<file path="src/design/atf_ram.sv">
// Generic simple dual-port RAM with registered read.
module atf_ram #(
    parameter int WIDTH = 8,
    parameter int DEPTH = 16
) (
    input  logic                     i_clk,
    input  logic                     i_we,
    input  logic [$clog2(DEPTH)-1:0] i_waddr,
    input  logic [WIDTH-1:0]         i_wdata,
    input  logic                     i_re,
    input  logic [$clog2(DEPTH)-1:0] i_raddr,
    output logic [WIDTH-1:0]         o_rdata
);

    logic [WIDTH-1:0] r_mem [DEPTH];
    logic [WIDTH-1:0] r_rdata;

    always_ff @(posedge i_clk) begin
        if (i_we) begin
            r_mem[i_waddr] <= i_wdata;
        end
        if (i_re) begin
            r_rdata <= r_mem[i_raddr];
        end
    end

    assign o_rdata = r_rdata;

endmodule

</file>
<file path="config.mk">
export PLATFORM = sky130hd
export DESIGN_NAME = atf_ram
export DESIGN_NICKNAME = d
export VERILOG_FILES = /design/src/design/atf_ram.sv
export SDC_FILE = /design/constraint.sdc
export NUM_CORES = 1
export LEC_CHECK = 0
export BUFFER_PORTS_ARGS = -buffer_cell sky130_fd_sc_hd__buf_2
export CORE_AREA = 2 2 97 99
export CTS_CLUSTER_SIZE = 40
export DETAILED_ROUTE_END_ITERATION = 10
export DIE_AREA = 0 0 99 101
export PLACE_DENSITY = 0.77
export SYNTH_ARGS = -nofsm -noshare
export SYNTH_HDL_FRONTEND = slang
export SYNTH_SLANG_ARGS = --single-unit
</file>
<file path="constraint.sdc">
create_clock -name i_clk -period 2.2 [get_ports i_clk]
set_input_delay 0.44 -clock i_clk [delete_from_list [all_inputs] [get_ports i_clk]]
set_output_delay 0.44 -clock i_clk [all_outputs]
set_load 0.02 [all_outputs]
</file>
==> out/results.ini <==
[critical_path]
critPathLaunchType=flop
cp_data_required_time_ns=1.76
worst_ep_arrival_time_ns=1.12
path_cells=buf_2
worstPathMaxFanout=1
slowest_delay_ns=0.42
critPathTopFamily=flip-flops
cp_num_buf_inv=1
crit_path_top_delay_cell=edfxtp_1
worstSetupPathType=reg2out
end_kind=primary output

[placement]
dpl_cell_area_mm2=0.00559
routabilityCongestion=0.714
port_buffers=26
dp_cells=378
dpl.hpwl_um=5980

[global_route]
grt_max_degree=21
grt_pass1_wl_um=14400
antenna_found_initial=0
grt_pass1_vias=2514
grt_use_total=0.209
grt_overflow_total=0

[die]
rows=35
io-pin-count=27
die_h_um=101
coreArea_mm2=0.00898
initial_utilization=0.582
die_w_um=99
die-area_mm2=0.0100

[cts]
cts.repair.resized=0
post_cts_buffers=0
clk_pin_slew_worst_paths_ns=0.06
cts_hold_buf=0
cts_tree=yes
cts_sinks=136
cts_root_buf=clkbuf_8
cts_buffers=17
clock_path_buffers=2
clk-insertion-delay-late_ns=0.51
htreeDepth=4

[routing]
wl_um=9470
drc=0
first_pass_iters=4
drt_iter0_drc=193
drtAntennaViolNets=0
viasPerCell=6.06
wl_met2_um=4870
dr_total_vias=2486
post_drt_wl_per_cell_um=23.1
drt-met1-wl_um=3860
wl_met3_um=597
highest_layer=met4

[synthesis]
synthXorXnorAreaFrac=0
synth-simple-area-share=0.0314
yosysSeqAreaShare=0.781
synth_adder_area_share=0
ys_top_cells_by_count=136 x edfxtp_1, 18 x mux4_2, 16 x a22oi_1, 14 x mux4_1, 13 x nor2_1
ys.flop_type=edfxtp_1
yosysWarningCount=0
synth_edf_count=136
ys_top_cells_by_area=edfxtp_1 78%, mux4_2 7.8%, mux4_1 7.0%
syn_inst=229
synth_top_family_by_area=multiplexers
async_flop_share=0
synth.top_cell.area_share=0.781
syn_nets=248
syn-mean-instance-area_um2=22.8
synth_area_mm2=0.00523
synth.most_common_cell=edfxtp_1
yosysTopAreaCell=edfxtp_1
ys_types=18
synth_mux_area_frac=0.148
synth_seq_cells=136
synth-compound-area-share=0.0230

[pwr]
powerDensity_mw_per_mm2=945
leakage_nw=2.09
max-vdd-ir-drop_uv=452

[sta]
worst_clock_skew_ns=0.00673
setup_viol=0
slew_violations=0
grt_setup_unrepaired=false
timing.final.crit_share=0.708
setup_tns_ns=0
slew-limit-headroom=0.730
worst_pin_slew_ns=0.405
period_needed_ns=1.56
fmax_ghz=0.642
hold_violations=0

[final_layout]
stdcell_area_mm2=0.00614
num_antenna_cells=0
fin_cells=410
final_nets=305
area_growth_pct=17.4
fin_util=0.684
layout-drive-gt1-share=0.314

[run_status]
status=finished clean

[flow_run]
cap_violations=0

[hold_path]
hp-class=in2reg

## sequential cells by signal, summed over array words and instances (netlist names)
| name | cells |
|---|---|
| r_mem | 128 |
| o_rdata | 8 |
## power breakdown
part / switching, mW / total [mW] / internal [mW]
Sequential: 0.0155 / 2.94 / 2.92
Combinational: 0.161 / 0.276 / 0.115
Clock: 1.00 / 2.59 / 1.59
## layer usage
layer | up-vias | track usage
li1 | 1099 | -
met1 | 1275 | 0.285
met2 | 98 | 0.334
met3 | 14 | 0.0444
met4 | 0 | 0.0885
met5 | - | 0
## through the flow
stage / power [mW] / setup slack (ns) / hold slack [ns]
after floorplan: 3.15 / 0.267 / 0.539
after global placement: 3.26 / 0.217 / 0.721
after detailed placement: 3.27 / 0.195 / 0.745
after CTS: 5.84 / 0.619 / 0.288
after global routing: 5.96 / 0.587 / 0.285
final: 5.80 / 0.642 / 0.308
## worst paths after layout
kind / start / endpoint / slack [ns] / cells after the start
hold / removal: i_wdata[2] / r_mem[12][2]$_DFFE_PP_ / 0.31 / 1
setup / recovery: o_rdata[2]$_DFFE_PP_ / o_rdata[2] / 0.64 / 1
hold reg to reg: r_mem[14][4]$_DFFE_PP_ / o_rdata[4]$_DFFE_PP_ / 0.75 / 3
setup reg to reg: r_mem[0][4]$_DFFE_PP_ / o_rdata[4]$_DFFE_PP_ / 0.70 / 3
## cell usage in the layout (no fill, tap or decap)
master	Yosys	layout
clkinv_4	0	3
buf_2	3	26
clkbuf_16	0	16
bufinv_16	0	2
nand2b_1	2	2
and2b_1	1	1
clkinvlp_4	0	3
clkinv_2	0	2
nor2b_1	1	1
buf_12	0	1
nand3b_1	2	2
clkinv_1	0	4
a22oi_1	16	16
mux4_1	14	14
nor2_1	13	13
nand2_1	9	9
mux4_2	18	18
clkbuf_1	0	1
clkbuf_8	0	1
buf_4	1	21
and2_1	1	1
nand3_1	1	1
nor3_1	4	4
edfxtp_1	136	136
or3b_2	1	1
## kinds of logic after synthesis
logic type      count (synthesis)
flops                         136
buf+inv                        10
simple gates                   35
mux                            32
compound gates                 16
## layout make-up
class | count | area, um2
fill | 521 | 2840
sequential | 136 | 4080
tap | 111 | 139
timing repair buffer | 48 | 308
multi-input combinational | 83 | 1060
clock buffer | 18 | 418
clock inverter | 14 | 134
Note: power is estimated with default switching activity, not from simulation.
