$ cat config.mk
export PLATFORM = sky130hd
export DESIGN_NAME = atf_div
export DESIGN_NICKNAME = d
export VERILOG_FILES = /design/src/design/atf_pkg.sv /design/src/design/atf_div.sv
export SDC_FILE = /design/constraint.sdc
export NUM_CORES = 1
export LEC_CHECK = 0
export ABC_AREA = 1
export ABC_CLOCK_PERIOD_IN_PS = 2550
export BUFFER_PORTS_ARGS = -buffer_cell sky130_fd_sc_hd__buf_2
export CORE_MARGIN = 4
export CORE_UTILIZATION = 40
export DETAILED_ROUTE_END_ITERATION = 10
export GPL_TIMING_DRIVEN = 1
export HOLD_SLACK_MARGIN = 0.08
export PLACE_DENSITY = 0.69
export SLEW_MARGIN = 30
export SYNTH_ARGS = -nofsm -noshare
export SYNTH_HDL_FRONTEND = slang
export SYNTH_SLANG_ARGS = --single-unit
$ cat constraint.sdc
create_clock -name i_clk -period 2.55 [get_ports i_clk]
set_input_delay 0.1275 -clock i_clk [delete_from_list [all_inputs] [get_ports i_clk]]
set_output_delay 0.1275 -clock i_clk [all_outputs]
set_load 0.01 [all_outputs]
$ cat src/design/atf_pkg.sv
// Shared types and constants for the augmented term frequency block.
package atf_pkg;

    localparam int TOKEN_BITS      = 20;
    localparam int COUNT_BITS      = 16;
    localparam int INDEX_BITS      = 10;
    localparam int TF_BITS         = 17;
    localparam int QUOT_BITS       = 16;
    localparam int DEF_TABLE_DEPTH = 1024;

    localparam logic [TF_BITS-1:0] HALF_ONE = TF_BITS'(32768);

    typedef enum logic [1:0] {
        ACT_PUSH  = 2'd0,
        ACT_QUERY = 2'd1,
        ACT_CLEAR = 2'd2
    } t_action;

    typedef enum logic [1:0] {
        ST_IDLE,
        ST_CLOSE,
        ST_READ,
        ST_DIV
    } t_state;

    typedef struct packed {
        logic [1:0]            action;
        logic [TOKEN_BITS-1:0] token_id;
        logic                  is_last;
        logic [INDEX_BITS-1:0] entry_index;
    } t_atf_in;

    typedef struct packed {
        logic                  entry_valid;
        logic [TOKEN_BITS-1:0] term_id;
        logic [COUNT_BITS-1:0] term_count;
        logic [TF_BITS-1:0]    tf_value;
        logic                  overflow;
    } t_atf_out;

    typedef struct packed {
        logic                 done;
        logic [QUOT_BITS-1:0] quot;
    } t_div_rsp;

endpackage

$ cat src/design/atf_div.sv
// Restoring divider, one quotient bit per cycle: floor(dividend * 2^15 / divisor).
module atf_div (
    input  logic                          i_clk,
    input  logic                          i_rst_n,
    input  logic                          i_start,
    input  logic [atf_pkg::COUNT_BITS-1:0] i_dividend,
    input  logic [atf_pkg::COUNT_BITS-1:0] i_divisor,
    output atf_pkg::t_div_rsp             o_rsp
);
    import atf_pkg::*;

    localparam int STEP_W = $clog2(QUOT_BITS);
    localparam logic [STEP_W-1:0] STEP_LAST = STEP_W'(QUOT_BITS - 1);

    logic                  r_busy, n_busy;
    logic                  r_done, n_done;
    logic [STEP_W-1:0]     r_step, n_step;
    logic [COUNT_BITS:0]   r_rem,  n_rem;
    logic [COUNT_BITS-1:0] r_div,  n_div;
    logic [QUOT_BITS-1:0]  r_quot, n_quot;
    logic [COUNT_BITS:0]   trial;
    logic                  fits;

    // First step has no shift: it yields the integer bit (count == max).
    assign trial = (r_step == '0) ? r_rem : {r_rem[COUNT_BITS-1:0], 1'b0};
    assign fits  = (trial >= {1'b0, r_div});

    always_comb begin
        n_busy = r_busy;
        n_done = 1'b0;
        n_step = r_step;
        n_rem  = r_rem;
        n_div  = r_div;
        n_quot = r_quot;
        if (i_start) begin
            n_busy = 1'b1;
            n_step = '0;
            n_rem  = {1'b0, i_dividend};
            n_div  = i_divisor;
            n_quot = '0;
        end else if (r_busy) begin
            n_rem  = fits ? (trial - {1'b0, r_div}) : trial;
            n_quot = {r_quot[QUOT_BITS-2:0], fits};
            n_step = r_step + 1'b1;
            if (r_step == STEP_LAST) begin
                n_busy = 1'b0;
                n_done = 1'b1;
            end
        end
    end

    always_ff @(posedge i_clk) begin
        if (!i_rst_n) begin
            r_busy <= 1'b0;
            r_done <= 1'b0;
            r_step <= '0;
        end else begin
            r_busy <= n_busy;
            r_done <= n_done;
            r_step <= n_step;
        end
    end

    always_ff @(posedge i_clk) begin
        r_rem  <= n_rem;
        r_div  <= n_div;
        r_quot <= n_quot;
    end

    assign o_rsp.done = r_done;
    assign o_rsp.quot = r_quot;

endmodule

==> flow_summary.toml <==
[floorplan]
rows = 34
coreArea_sq_um = 8760
io_pins = 52
start_util = 0.414
chipHeight_microns = 103
dieArea_sq_um = 10700
die_w_microns = 103

[cells_and_area]
drive_above_1_share = 0.336
syn2layout_area_growth_pct = 47.6
seq_area_sq_um = 1430
fin_area_sq_um = 5360
fin_cells = 754
nFillCells = 767
layout.nets = 699
num_antenna_cells = 0
multiInputGateArea_sq_um = 2290

[global_routing]
grt_pass1_vias = 3629
antenna_found_initial = 0
grt_usage = 0.194
grt_remaining_overflow = 0
grt_max_degree = 32
grt_pass1_wl_microns = 16400

[synthesis]
ys_warn_count = 0
netlist.area_leader.share = 0.265
syn_area_sq_um = 3630
synth_seq_cells = 55
synth_cells = 512
synthTopCellsByArea = "edfxtp_1 (26%), nand2_1 (18%), dfxtp_1 (13%), inv_1 (10%), ha_1 (6.2%)"
synth_edf_count = 32
avgSynthCellArea_sq_um = 7.09
synth-xor-area-share = 0.0193
synth-compound-area-share = 0.0631
ys_types = 34
synth-simple-area-share = 0.334
yosysMostFrequentCell = "nand2_1"
ys_seq_area_frac = 0.392
synthAdderAreaFrac = 0.0676
ys_async_sr_fraction = 0
synth_common_cells = "nand2_1 (176), inv_1 (100), nand3_1 (40)"
synth_mux_area_frac = 0
synth_top_family_by_area = "simple AND/OR/NAND/NOR gates"
yosys.area.top_type = "edfxtp_1"
ys.flop_type = "edfxtp_1"
syn_nets = 566

[sta]
finClkSkew_ps = 10.9
max_freq_mhz = 382
rsz0062_at_grt = "yes"
maxSlewHeadroom = 0.542
period_needed_ps = 2620
maxSlewViolCount = 0
period_share = 1.03
fin_ws_ps = -66.9
whs_ps = 79.9
hold_violations = 0
finalSetupViolCount = 16
tightestPinTransition_ps = 686

[cts]
cts.htree.levels = 2
numClockSinks = 55
cts_max_path_buffers = 2
cts-root-buf = "clkbuf_8"
cts_tree = "built"
cts_buffers = 5
clk_latency_ps = 320
path_clk_slew_ps = 110

[placement]
placed_cells = 704
placed_area_sq_um = 4350
hpwlAfterDp_microns = 7290
port_buffers = 51
gp_congestion = 0.934

[power_and_ir_drop]
pwr-share-clk = 0.136
powerDensity_nw_per_um2 = 717
swShare = 0.409
vdd_ir_drop_max_mv = 0.335
p_leak_nw = 2.58
power_frac_comb = 0.574
total_power_mw = 3.84
power.switching_mw = 1.57
intPower_mw = 2.27
power_frac_seq = 0.290

[setup_path]
crit_chain = "inv_2, ha_4, buf_4, nand2_8, a21oi_2, ha_4, nand2_2, inv_1, nand3_1, nor2_1, nand2_1, nand2_4, nor2_8, buf_6, nand3b_1, nand3_2, nand2_1"
timing.critical_path.buf_inv = 4
critical_path_class = "reg2reg"
cp_slowest_cell = "dfxtp_2"
critPathTopFamily = "simple AND/OR/NAND/NOR gates"
crit_required_ps = 2620
arrival_ps = 2690
cp-start-kind = "register"
slowest_delay_ps = 340
endpoint_kind = "register"
path_max_fanout = 6

[detailed_routing]
routed_wl_microns = 10900
ant_nets = 0
dr_total_vias = 3792
drt-initial-drc-count = 235
post_drt_wl_per_cell_microns = 14.4
route.detailed.drc = 0
vias_per_cell = 5.03
dr.pass1.iters = 5

[run]
max-cap-violations = 0

[outcome]
violations = "setup timing"
status = "complete, but fails checks"

[hold_path]
hp-class = "in2reg"
[worst paths after layout]
kind	from	end	slack (ps)	depth (start not counted)
min	i_dividend[6]	r_rem[6]	80	3
min reg2reg	r_quot[15]	r_quot[15]	470	2
max reg2reg	r_step[0]	r_rem[2]	-70	17
max	r_step[0]	r_rem[2]	-70	17
[final cells by class]
cell class | instances | area share
sequential | 55 | 0.266
clock buffer | 5 | 0.0128
inverter | 101 | 0.0708
tap | 108 | 0.0252
multi-input combinational | 345 | 0.428
clock inverter | 3 | 0.00420
timing repair buffer | 137 | 0.193
[stage by stage]
stage          worst slack, ps  TNS, ps  utilization
3_5_place_dp              -237    -2970        0.497
6_report                 -66.9     -619        0.611
5_1_grt                   -177    -2560        0.611
4_1_cts                   5.64        0        0.563
2_1_floorplan          0.00200        0            -
3_3_place_gp              -170    -1720        0.497
[power groups by stage]
stage | combinational, mW | clock, mW | sequential [mW]
detailed placement | 1.68 | 0 | 1.12
global placement | 1.66 | 0 | 1.11
finish | 2.20 | 0.524 | 1.11
CTS | 1.88 | 0.538 | 1.10
floorplan | 1.10 | 0 | 1.10
global route | 2.41 | 0.573 | 1.12
[registers in the layout (all words and copies together), names as in the netlist]
| signal | cells |
|---|---|
| r_rem | 17 |
| r_div | 16 |
| r_quot | 16 |
| r_step | 4 |
| r_busy | 1 |
| r_done | 1 |
[kinds of logic (layout without fill, tap and decap cells)]
kind of cell               Yosys count  in the layout
and+or+nand+nor                    274            277
xor gates and xnor gates             8              8
DFF                                 55             55
adders and majority gates           19             19
buffers and inverters              115            246
AOI/OAI and AO/OA                   41             41
[timing repair]
action,4_1_cts,5_1_grt
pin swaps,13,55
gates cloned,2,1
endpoints found under the setup margin,18,18
resized for setup,40,63
setup buffers,3,12
hold buffers,24,1
hold endpoints to repair,24,1
[routing by layer]
metal,routed length (microns),part of all wire,GRT usage,up-vias
li1,-,-,-,1878
met1,4490,0.41,0.241,1757
met2,5350,0.49,0.341,127
met3,737,0.068,0.0436,30
met4,312,0.029,0.0488,0
met5,0,0,0,-
[tightest hold or removal path, cell delays in order]
cell and delay [ps]:
buf_2 70, nand2_1 50, nand2_1 50
[placed cells by master (no fill, tap or decap), types with 5 or more instances in the layout]
cell	count
ha_4	15
o22ai_1	14
nand2_8	5
inv_1	95
buf_4	51
a21oi_2	6
nor2_4	6
a21oi_1	8
nor2_2	8
nor3_1	5
nand2_2	27
buf_6	6
nand3_2	6
nor2_1	12
dfxtp_1	20
nand3_1	34
clkbuf_8	5
nand3b_1	13
inv_2	6
buf_2	51
dlygate4sd3_1	25
nand2_1	151
xnor2_1	5
edfxtp_1	32
(Power assumes the default switching activity.)
